===== src/sv/q1418_pkg.sv =====
// ----------------------------------------------------------------------------
// q1418_pkg: shared types and constants of the Q14.18 arithmetic unit
// Word and fraction widths, command codes, item structs and helpers.
// ----------------------------------------------------------------------------
package q1418_pkg;

  localparam int unsigned WORD_BITS = 32;
  localparam int unsigned FRAC_BITS = 18;
  localparam int unsigned CMD_BITS  = 3;

  localparam logic [WORD_BITS-1:0] FRAC_MASK = {{(WORD_BITS-FRAC_BITS){1'b0}},
                                                {FRAC_BITS{1'b1}}};
  localparam logic [WORD_BITS-1:0] ONE_UNIT  = WORD_BITS'(1) << FRAC_BITS;
  localparam logic [WORD_BITS-1:0] HALF_UNIT = WORD_BITS'(1) << (FRAC_BITS - 1);

  // Command codes; code 7 is unused and yields a zero result
  typedef enum logic [CMD_BITS-1:0] {
    CMD_MUL   = 3'd0,
    CMD_DIV   = 3'd1,
    CMD_ABS   = 3'd2,
    CMD_FRAC  = 3'd3,
    CMD_FLOOR = 3'd4,
    CMD_CEIL  = 3'd5,
    CMD_ROUND = 3'd6
  } cmd_e;

  // Input item
  typedef struct packed {
    logic [CMD_BITS-1:0]         cmd;
    logic signed [WORD_BITS-1:0] a;
    logic signed [WORD_BITS-1:0] b;
  } req_t;

  // Result item
  typedef struct packed {
    logic signed [WORD_BITS-1:0] result;
    logic                        div_by_zero;
  } rsp_t;

  // Classified item as queued between front and back
  typedef struct packed {
    logic [CMD_BITS-1:0]  cmd;
    logic [WORD_BITS-1:0] a;
    logic [WORD_BITS-1:0] b;
    logic                 use_div;  // divide with nonzero divisor
    logic                 dz;       // divide by zero
  } task_t;

  // Two's complement magnitude; most negative value maps to itself
  function automatic logic [WORD_BITS-1:0] magnitude(input logic [WORD_BITS-1:0] v);
    magnitude = v[WORD_BITS-1] ? (WORD_BITS'(0) - v) : v;
  endfunction

endpackage


===== src/sv/q1418_front.sv =====
// ----------------------------------------------------------------------------
// q1418_front: item intake and classification
// Accepts items, tags divides and zero divisors, and queues them for the back.
// ----------------------------------------------------------------------------
module q1418_front #(
  parameter int unsigned QUEUE_DEPTH = 4
) (
  input  logic                clk_i,
  input  logic                rst_ni,
  input  logic                start_i,
  output logic                busy_o,
  input  q1418_pkg::req_t     req_i,
  output logic                head_valid_o,
  output q1418_pkg::task_t    head_o,
  input  logic                pop_i
);

  localparam int unsigned PtrW = (QUEUE_DEPTH > 1) ? $clog2(QUEUE_DEPTH) : 1;
  localparam int unsigned CntW = $clog2(QUEUE_DEPTH + 1);

  q1418_pkg::task_t mem_q [QUEUE_DEPTH];
  logic [PtrW-1:0]  wr_ptr_q, wr_ptr_d, rd_ptr_q, rd_ptr_d;
  logic [CntW-1:0]  count_q, count_d;
  logic             push;
  q1418_pkg::task_t cls;

  // Classify the incoming item
  always_comb begin
    cls.cmd     = req_i.cmd;
    cls.a       = req_i.a;
    cls.b       = req_i.b;
    cls.use_div = (req_i.cmd == q1418_pkg::CMD_DIV) && (req_i.b != '0);
    cls.dz      = (req_i.cmd == q1418_pkg::CMD_DIV) && (req_i.b == '0);
  end

  assign busy_o       = (count_q == CntW'(QUEUE_DEPTH));
  assign push         = start_i && !busy_o;
  assign head_valid_o = (count_q != '0);
  assign head_o       = mem_q[rd_ptr_q];

  // Pointer and count update
  always_comb begin
    wr_ptr_d = wr_ptr_q;
    rd_ptr_d = rd_ptr_q;
    if (push) begin
      wr_ptr_d = (wr_ptr_q == PtrW'(QUEUE_DEPTH - 1)) ? '0 : wr_ptr_q + 1'b1;
    end
    if (pop_i) begin
      rd_ptr_d = (rd_ptr_q == PtrW'(QUEUE_DEPTH - 1)) ? '0 : rd_ptr_q + 1'b1;
    end
    count_d = count_q + CntW'(push) - CntW'(pop_i);
  end

  always_ff @(posedge clk_i or negedge rst_ni) begin
    if (!rst_ni) begin
      wr_ptr_q <= '0;
      rd_ptr_q <= '0;
      count_q  <= '0;
    end else begin
      wr_ptr_q <= wr_ptr_d;
      rd_ptr_q <= rd_ptr_d;
      count_q  <= count_d;
    end
  end

  // Queue storage
  always_ff @(posedge clk_i) begin
    if (push) begin
      mem_q[wr_ptr_q] <= cls;
    end
  end

  a_count_bound: assert property (@(posedge clk_i) disable iff (!rst_ni)
    count_q <= CntW'(QUEUE_DEPTH))
    else $error("queue count exceeds depth");
  a_pop_nonempty: assert property (@(posedge clk_i) disable iff (!rst_ni)
    pop_i |-> head_valid_o)
    else $error("pop from empty queue");

endmodule


===== src/sv/q1418_div.sv =====
// ----------------------------------------------------------------------------
// q1418_div: iterative fixed-point divider
// Restoring division of |a| << FRAC_BITS by |b|, one quotient bit a cycle.
// ----------------------------------------------------------------------------
module q1418_div (
  input  logic                                clk_i,
  input  logic                                rst_ni,
  input  logic                                start_i,
  input  logic [q1418_pkg::WORD_BITS-1:0]     a_i,
  input  logic [q1418_pkg::WORD_BITS-1:0]     b_i,
  output logic                                busy_o,
  output logic                                done_o,
  output logic [q1418_pkg::WORD_BITS-1:0]     quot_o
);

  localparam int unsigned W    = q1418_pkg::WORD_BITS;
  localparam int unsigned N    = q1418_pkg::WORD_BITS + q1418_pkg::FRAC_BITS;
  localparam int unsigned CntW = $clog2(N + 1);

  logic            busy_q;
  logic [CntW-1:0] cnt_q;
  logic [N-1:0]    qr_q, qr_d;    // dividend bits shift out, quotient bits in
  logic [W-1:0]    rem_q, rem_d;
  logic [W-1:0]    den_q;
  logic            neg_q;
  logic [W:0]      rem_w;
  logic            ge;

  // One restoring step
  always_comb begin
    rem_w = {rem_q, qr_q[N-1]};
    ge    = (rem_w >= {1'b0, den_q});
    rem_d = ge ? W'(rem_w - {1'b0, den_q}) : rem_w[W-1:0];
    qr_d  = {qr_q[N-2:0], ge};
  end

  assign busy_o = busy_q;
  assign done_o = busy_q && (cnt_q == CntW'(N));
  assign quot_o = neg_q ? (W'(0) - qr_q[W-1:0]) : qr_q[W-1:0];

  always_ff @(posedge clk_i or negedge rst_ni) begin
    if (!rst_ni) begin
      busy_q <= 1'b0;
      cnt_q  <= '0;
    end else if (start_i) begin
      busy_q <= 1'b1;
      cnt_q  <= '0;
    end else if (done_o) begin
      busy_q <= 1'b0;
    end else if (busy_q) begin
      cnt_q <= cnt_q + 1'b1;
    end
  end

  // Datapath
  always_ff @(posedge clk_i) begin
    if (start_i) begin
      qr_q  <= {q1418_pkg::magnitude(a_i), {q1418_pkg::FRAC_BITS{1'b0}}};
      rem_q <= '0;
      den_q <= q1418_pkg::magnitude(b_i);
      neg_q <= a_i[W-1] ^ b_i[W-1];
    end else if (busy_q && !done_o) begin
      qr_q  <= qr_d;
      rem_q <= rem_d;
    end
  end

  a_done_busy: assert property (@(posedge clk_i) disable iff (!rst_ni)
    done_o |=> !busy_q)
    else $error("divider stayed busy after done");

endmodule


===== src/sv/q1418_back.sv =====
// ----------------------------------------------------------------------------
// q1418_back: execution unit
// Two-stage pipe for multiply and single-word ops, with a side divider.
// ----------------------------------------------------------------------------
module q1418_back (
  input  logic              clk_i,
  input  logic              rst_ni,
  input  logic              head_valid_i,
  input  q1418_pkg::task_t  head_i,
  output logic              pop_o,
  output logic              done_o,
  output q1418_pkg::rsp_t   rsp_o
);

  localparam int unsigned W = q1418_pkg::WORD_BITS;
  localparam int unsigned F = q1418_pkg::FRAC_BITS;

  logic                    div_busy, div_done, div_start;
  logic [W-1:0]            div_quot;
  logic                    s1_valid_q, s1_mul_q, s1_dz_q;
  logic [W-1:0]            s1_res_q;
  logic signed [2*W-1:0]   s1_prod_q;
  logic [W-1:0]            mag, flr, rnd, res;
  logic                    done_q;
  q1418_pkg::rsp_t         rsp_q;

  assign pop_o     = head_valid_i && !div_busy;
  assign div_start = pop_o && head_i.use_div;

  q1418_div u_div (
    .clk_i  (clk_i),
    .rst_ni (rst_ni),
    .start_i(div_start),
    .a_i    (head_i.a),
    .b_i    (head_i.b),
    .busy_o (div_busy),
    .done_o (div_done),
    .quot_o (div_quot)
  );

  // Single-word operations
  always_comb begin
    mag = q1418_pkg::magnitude(head_i.a);
    flr = head_i.a & ~q1418_pkg::FRAC_MASK;
    rnd = (mag + q1418_pkg::HALF_UNIT) & ~q1418_pkg::FRAC_MASK;
    if (head_i.a[W-1]) begin
      rnd = W'(0) - rnd;
    end
    unique case (q1418_pkg::cmd_e'(head_i.cmd))
      q1418_pkg::CMD_ABS:   res = mag;
      q1418_pkg::CMD_FRAC:  res = mag & q1418_pkg::FRAC_MASK;
      q1418_pkg::CMD_FLOOR: res = flr;
      q1418_pkg::CMD_CEIL:  res = ((head_i.a & q1418_pkg::FRAC_MASK) != '0)
                                  ? flr + q1418_pkg::ONE_UNIT : head_i.a;
      q1418_pkg::CMD_ROUND: res = rnd;
      default:              res = '0;
    endcase
  end

  // Stage 1: product and simple result
  always_ff @(posedge clk_i or negedge rst_ni) begin
    if (!rst_ni) begin
      s1_valid_q <= 1'b0;
    end else begin
      s1_valid_q <= pop_o && !head_i.use_div;
    end
  end

  always_ff @(posedge clk_i) begin
    s1_prod_q <= $signed(head_i.a) * $signed(head_i.b);
    s1_mul_q  <= (head_i.cmd == q1418_pkg::CMD_MUL);
    s1_dz_q   <= head_i.dz;
    s1_res_q  <= res;
  end

  // Stage 2: result register
  always_ff @(posedge clk_i or negedge rst_ni) begin
    if (!rst_ni) begin
      done_q <= 1'b0;
    end else begin
      done_q <= s1_valid_q || div_done;
    end
  end

  always_ff @(posedge clk_i) begin
    if (div_done) begin
      rsp_q.result      <= div_quot;
      rsp_q.div_by_zero <= 1'b0;
    end else begin
      rsp_q.result      <= s1_mul_q ? s1_prod_q[F+W-1:F] : s1_res_q;
      rsp_q.div_by_zero <= s1_dz_q;
    end
  end

  assign done_o = done_q;
  assign rsp_o  = rsp_q;

  a_no_collision: assert property (@(posedge clk_i) disable iff (!rst_ni)
    !(s1_valid_q && div_done))
    else $error("pipe result and divider result collide");
  a_no_pop_in_div: assert property (@(posedge clk_i) disable iff (!rst_ni)
    div_start |=> !pop_o)
    else $error("queue popped while divider runs");

endmodule


===== src/sv/fixed_point_q14_18_alu_core.sv =====
// ----------------------------------------------------------------------------
// fixed_point_q14_18_alu_core: Q14.18 fixed-point arithmetic unit
// Multiply, divide, abs, frac, floor, ceil and round on signed 32-bit words.
// ----------------------------------------------------------------------------
// An item is taken when start_i is high and busy_o is low; busy_o rises only
// when the input queue of QUEUE_DEPTH items is full. Multiply and the
// single-word operations take one item per cycle while no divide is running,
// and pass through the queue, stage 1 and the result register. A divide
// with a nonzero divisor runs on a bit-serial divider while later items wait
// in the queue. Results come out in order, each for one cycle with done_o
// high, and must be taken then.
module fixed_point_q14_18_alu_core #(
  parameter int unsigned QUEUE_DEPTH = 4
) (
  input  logic             clk_i,
  input  logic             rst_ni,
  input  logic             start_i,
  output logic             busy_o,
  input  q1418_pkg::req_t  req_i,
  output logic             done_o,
  output q1418_pkg::rsp_t  rsp_o
);

  logic             head_valid, pop;
  q1418_pkg::task_t head;

  q1418_front #(
    .QUEUE_DEPTH(QUEUE_DEPTH)
  ) u_front (
    .clk_i       (clk_i),
    .rst_ni      (rst_ni),
    .start_i     (start_i),
    .busy_o      (busy_o),
    .req_i       (req_i),
    .head_valid_o(head_valid),
    .head_o      (head),
    .pop_i       (pop)
  );

  q1418_back u_back (
    .clk_i       (clk_i),
    .rst_ni      (rst_ni),
    .head_valid_i(head_valid),
    .head_i      (head),
    .pop_o       (pop),
    .done_o      (done_o),
    .rsp_o       (rsp_o)
  );

endmodule


===== config.mk =====
export PLATFORM = sky130hd
export DESIGN_NAME = fixed_point_q14_18_alu_core
export DESIGN_NICKNAME = d
export VERILOG_FILES = /design/src/sv/q1418_pkg.sv /design/src/sv/q1418_front.sv /design/src/sv/q1418_div.sv /design/src/sv/q1418_back.sv /design/src/sv/fixed_point_q14_18_alu_core.sv
export SDC_FILE = /design/constraint.sdc
export NUM_CORES = 2
export LEC_CHECK = 0
export BUFFER_PORTS_ARGS = -buffer_cell sky130_fd_sc_hd__buf_2
export CORE_ASPECT_RATIO = 1.2
export CORE_MARGIN = 4
export CORE_UTILIZATION = 65
export CTS_CLUSTER_DIAMETER = 30
export DETAILED_ROUTE_END_ITERATION = 10
export GPL_TIMING_DRIVEN = 0
export HOLD_SLACK_MARGIN = 0.05
export PLACE_DENSITY = 0.83
export SLEW_MARGIN = 20
export SYNTH_ARGS = -nofsm -noshare
export SYNTH_HDL_FRONTEND = slang
export SYNTH_SLANG_ARGS = --single-unit

===== constraint.sdc =====
create_clock -name clk_i -period 12.2 [get_ports clk_i]
set_input_delay 1.83 -clock clk_i [delete_from_list [all_inputs] [get_ports clk_i]]
set_output_delay 1.83 -clock clk_i [all_outputs]
set_load 0.02 [all_outputs]

After elaboration in Yosys (flattened, before gate mapping)
Memory sizes are Yosys's and may differ from the RTL's. Cells that the tools add are included.

Input port bits: 70. Memory bits (read-only): 0. Output and inout port bits: 35. Register bits after elaboration: 248. Bits in writable memories: 276. Memories: 1. Bits in latches: 0.

Reductions and logical operators: 22. Equality and inequality tests: 11. Multiplexer cells: 20. Order comparisons: 1. Shift operators: 0. $mul: 1. Bitwise gates (word level): 1. Div/mod/pow operators: 0. Add/subtract/negate cells: 12.

Memories: u_front.mem_q (depth 4, bits a word 69, read ports 1, clocked after memory_dff 0, write ports 1, RTL line q1418_front.sv:21) `q1418_pkg::task_t mem_q [QUEUE_DEPTH];`.

Operators with widths (number): 32-bit 2-to-1 mux (6); 32-bit one-hot mux with 5 select lines (1); 1-bit by 32-bit subtractor with 32-bit output (first input constant) (4); 50-bit 2-to-1 mux (2); 32-bit nonzero test (2); 32-bit by 32-bit multiplier with 50-bit output (1); 33-bit by 32-bit >= comparator with 1-bit output (1); 33-bit 2-to-1 mux (1); 32-bit by 18-bit adder with 32-bit output (second input constant) (1); 32-bit by 19-bit adder with 32-bit output (second input constant) (1); 32-bit logical NOT (1); 32-bit subtractor (1); 31-bit 2-to-1 mux (1); 6-bit 2-to-1 mux (3); 3-bit == test (second input constant) (4); 1-bit logical AND (8); 6-bit by 1-bit adder with 6-bit output (second input constant) (1); 3-bit by 2-bit == test with 1-bit output (second input constant) (2); 6-bit == test (second input constant) (1); 2-bit nonzero test (3); 2-bit by 1-bit adder with 2-bit output (second input constant) (2); 2-bit == test (second input constant) (2); 1-bit logical NOT (4); 1-bit 2-to-1 mux (4); 10 further kinds (11).

Longest topological paths before layout
An unclocked memory read counts as a cell.

Depth after elaboration: 7. Gate-level depth with buffers: 43. Mapped depth without buffers: 32.

Modules after synthesis
A second synthesis with hierarchy kept.

Cells, all modules: 5275. Area total of the unflattened synthesis: 54113.1 um2.

By module, submodules not included: q1418_back (area an instance 34888.5 um2, instances 1, cells each 3857); q1418_front (area an instance 10550.1 um2, instances 1, cells each 411); q1418_div (area an instance 8674.6 um2, instances 1, cells each 1007).

Worst setup path before layout
No wires, ideal clock.

Path kind: register to register. From: register u_front.rd_ptr_q[1]. To: register u_back.s1_prod_q[49]. Buffers on the path: 11. Path slack: 2.078 ns. Clock period less this slack: 10.122 ns. Cell stages (with the launch flop): 38. Data arrival time: 10.001 ns. Setup time: 0.121 ns. Data required time: 12.079 ns. Cell sequence: dfrtp_1 buf_2 buf_4 buf_4 buf_4 buf_2 buf_2 buf_2 buf_2 buf_2 buf_2 mux2_2 o21ai_1 clkbuf_1 nor2_1 fa_1 fa_1 fa_1 [... 2 more ...] inv_1 fa_1 inv_1 fa_1 inv_1 fa_1 fa_1 ha_1 nand2_1 a2111oi_0 and3b_1 o21a_1 o41ai_2 a22oi_1 a21oi_1 a21o_1 a21oi_1 xnor2_1.

Word-level cells in the longest chain between the ends: 2.

RTL lines: start: declaration (RTL line q1418_front.sv:22) `logic [PtrW-1:0] wr_ptr_q, wr_ptr_d, rd_ptr_q, rd_ptr_d;`; start signal: assignment (RTL line q1418_front.sv:61) `rd_ptr_q <= rd_ptr_d;`; memory 4 x 69 bit; 32-bit by 32-bit multiplier with 50-bit output (RTL line q1418_back.sv:70) `s1_prod_q <= $signed(head_i.a) * $signed(head_i.b);`; end signal: assignment (RTL line q1418_back.sv:70); end: declaration (RTL line q1418_back.sv:22) `logic signed [2*W-1:0] s1_prod_q;`.

No other way between the ends. A chain may end at the register's enable or synchronous reset.

Worst setup path in the final report
Ends and elaborated chain as after synthesis.

==> flow_metrics.tcl <==
set metrics [dict create \
    seq_area_frac_synth 0.261 \
    dp.cells 6342 \
    endpoint "u_back.s1_prod_q[49]$_DFF_P_" \
    coreArea_um2 79300 \
    portBuffers 104 \
    busiest_layer "met2" \
    synth_area_per_cell_um2 10.1 \
    fin_crit_sh 0.997 \
    outcome "finished clean" \
    die_x_um 266 \
    cts_hold_buf 0 \
    synthSimpleGateAreaFrac 0.122 \
    critPathTopFamily "buffers and inverters" \
    ant_nets 0 \
    grt_pass1_vias 43000 \
    synth_nets 6344 \
    path_max_fanout 11 \
    cp.required_ns 12.71 \
    startpoint_type "flop" \
    floorplan.rows 113 \
    synth-seq-cells 506 \
    min_path_type "reg2reg" \
    drt_pass1_iterations 7 \
    nets 6549 \
    grt_pass1_wl_um 286000 \
    die-area_um2 84800 \
    synth_compound_area_frac 0.0543 \
    synth_top_area_frac 0.338 \
    grt_use_total 0.471 \
    clk_pin_slew_worst_paths_ns 0.06 \
    drive_gt1_frac 0.0928 \
    arrival_ns 12.67 \
    htree_num_levels 3 \
    drt-total-wl_um 195000 \
    area_growth_pct 10.4 \
    use_met1 0.591 \
    place_hpwl_um 152000 \
    vias 41000 \
    synth_cell_types 85 \
    layoutNonFillerInstCount 6495 \
    cts_buffer_depth 3 \
    initial_core_util 0.657 \
    grt-ovfl-total 0 \
    slew_headroom 0.124 \
    ff2ff_setup_slack_ns 0.04 \
    crit_top_cell "fa_1" \
    cts_buffers 78 \
    crit_type "reg2reg" \
    ys_warn_count 0 \
    synthFlopType "edfxtp_1" \
    vias_per_cell 6.32 \
    synth_adder_area_share 0.389 \
    clock_sinks 506 \
    cts-root-buf "clkbuf_16" \
    worst_pin_slew_ns 1.31 \
    wl_per_cell_um 30.0 \
    worstReg2RegStart "u_front.rd_ptr_q[1]$_DFFE_PN0P_" \
    synth_xor_area_frac 0.0364 \
    r2r_cells 38 \
    post-synth-top-area-cell "fa_1" \
    muxShareOfSynthArea 0.0500 \
    synth_edf_count 341 \
    rsz0062_at_grt "false" \
    grt_use_met3 0.146 \
    fin_crit_ns 12.16 \
    post-route-util 0.725 \
    fmax_mhz 82.2 \
    clk-insertion-delay-late_ns 0.67 \
    cp_num_buf_inv 14 \
    yosys-top-cells-area "fa_1 (34%), edfxtp_1 (20%), inv_1 (6.5%), dfxtp_1 (5.7%), ha_1 (5.1%)" \
    slew_viol_final 0 \
    synth_most_common_cell "inv_1" \
    antenna_found_initial 15 \
    fin_skew_ns 0.0546 \
    critical_path_depth 38 \
    cp-end-kind "flop" \
    boundaryPins 105 \
    syn-instance-count 5181 \
    r2r-end "u_back.s1_prod_q[49]$_DFF_P_" \
    place_congestion 1.08 \
    synth_commonest_cells "inv_1 (909), fa_1 (880), nand2_1 (638)" \
    grt_max_degree 50 \
    hold_slack_ns 0.448 \
    drc 0 \
    netlist_area_um2 52100 \
    crit_path_top_delay_cell "clkbuf_1" \
    synth_top_family_by_area "adder cells" \
    grt_use_met2 0.688 \
    ys_async_sr_fraction 0.0316 \
    drt-initial-drc-count 5104 \
    setup_viol 0 \
    crit_path_start "u_front.rd_ptr_q[1]$_DFFE_PN0P_" \
    finalHoldViolCount 0 \
    slowest_delay_ns 0.79 \
    min_from "u_back.s1_valid_q$_DFF_PN0_" \
    cts_tree "built" \
    die_h_um 318 \
    drv_cap 0 \
    tns_ns 0 \
]
[through the flow]
| stage | area, um^2 | setup WS, ns |
|---|---|---|
| finish | 57500 | 0.0365 |
| global route | 57500 | 0.000822 |
| CTS | 57400 | 0.0440 |
| detailed placement | 54400 | -2.09 |
| global placement | 53900 | -2.63 |
| floorplan | 52100 | 2.08 |
[worst reg2reg max path: cells and delay by family, from the launching register on]
| kind | cells | cell delay [ns] |
|---|---|---|
| AOI/OAI and AO/OA | 10 | 2.72 |
| xor gates and xnor gates | 1 | 0.27 |
| adders and majority gates | 9 | 3.63 |
| buffers and inverters | 14 | 3.94 |
| DFF | 1 | 0.35 |
| muxes | 1 | 0.46 |
| and+or+nand+nor | 3 | 0.68 |
[metal layers]
layer | wire length [um] | vias up | part of all wire
li1 | - | 16600 | -
met1 | 65900 | 20500 | 0.34
met2 | 83200 | 3090 | 0.43
met3 | 25600 | 857 | 0.13
met4 | 20100 | 2 | 0.10
met5 | 15 | - | 0.000077
[logic make-up after synthesis]
group / after synthesis
xor+xnor: 214
simple gates: 1529
mux: 207
fa+ha+maj: 1093
flops: 506
buf+inv: 1178
compound gates: 454
[worst min-delay path by stage]
| stage | end | cells past startpoint |
|---|---|---|
| 5_1_grt | u_back.done_o$_DFF_PN0_ | 1 |
| 6_report | u_back.done_o$_DFF_PN0_ | 1 |
| 3_3_place_gp | u_back.done_o$_DFF_PN0_ | 1 |
| 3_5_place_dp | u_back.done_o$_DFF_PN0_ | 1 |
| 4_1_cts | u_back.done_o$_DFF_PN0_ | 1 |
| 2_1_floorplan | u_back.rsp_o[0]$_SDFF_PP0_ | 1 |
[final cells by class]
type	instances	area, um^2
fillers	5625	21800
plain buffers	260	1150
inverters	912	3420
flip-flops and latches	506	13600
clock buffers	88	2070
repair buffers	131	903
well taps	1035	1290
diodes	9	22.5
multi-input cells	3497	34300
clock inverters	57	712
[cell usage in the layout, fill, tap and decap left out, types with 13 or more instances in the layout]
cell type    n
inv_1      908
fa_1       880
nand2_1    638
nor2_1     632
edfxtp_1   341
ha_1       213
clkbuf_1   183
xnor2_1    167
dfxtp_1    149
o21ai_0    119
buf_2      118
mux2i_1    113
a21oi_1    104
clkbuf_16   82
mux2_2      55
and2_1      47
nand3_1     46
xor2_1      39
mux4_2      36
o21a_1      35
nor3_1      34
clkbuf_2    31
o21ai_2     23
buf_4       22
a31oi_1     22
nor4_1      21
nor2b_1     20
a21o_1      20
nand2b_1    20
nand4_1     18
a211oi_1    18
dfrtp_1     16
o31ai_1     13
[timing repair]
item                                    4_1_cts  5_1_grt
endpoints found under the setup margin       28       10
pin swaps                                     4        0
resized for setup                            51       49
setup buffers                                 5        0
[sequential cells by signal, indices dropped and copies added (netlist names), 2 cells and up]
name,cells
u_front.wr_ptr_q,2
u_front.count_q,3
u_back.u_div.den_q,32
u_back.s1_res_q,32
u_front.mem_q,276
u_front.rd_ptr_q,2
u_back.rsp_o,33
u_back.s1_prod_q,32
u_back.u_div.qr_q,50
u_back.u_div.cnt_q,6
u_back.u_div.rem_q,32
Power is not shown: default switching activity piles up to over one toggle a cycle in this logic, so the estimate is an artifact.
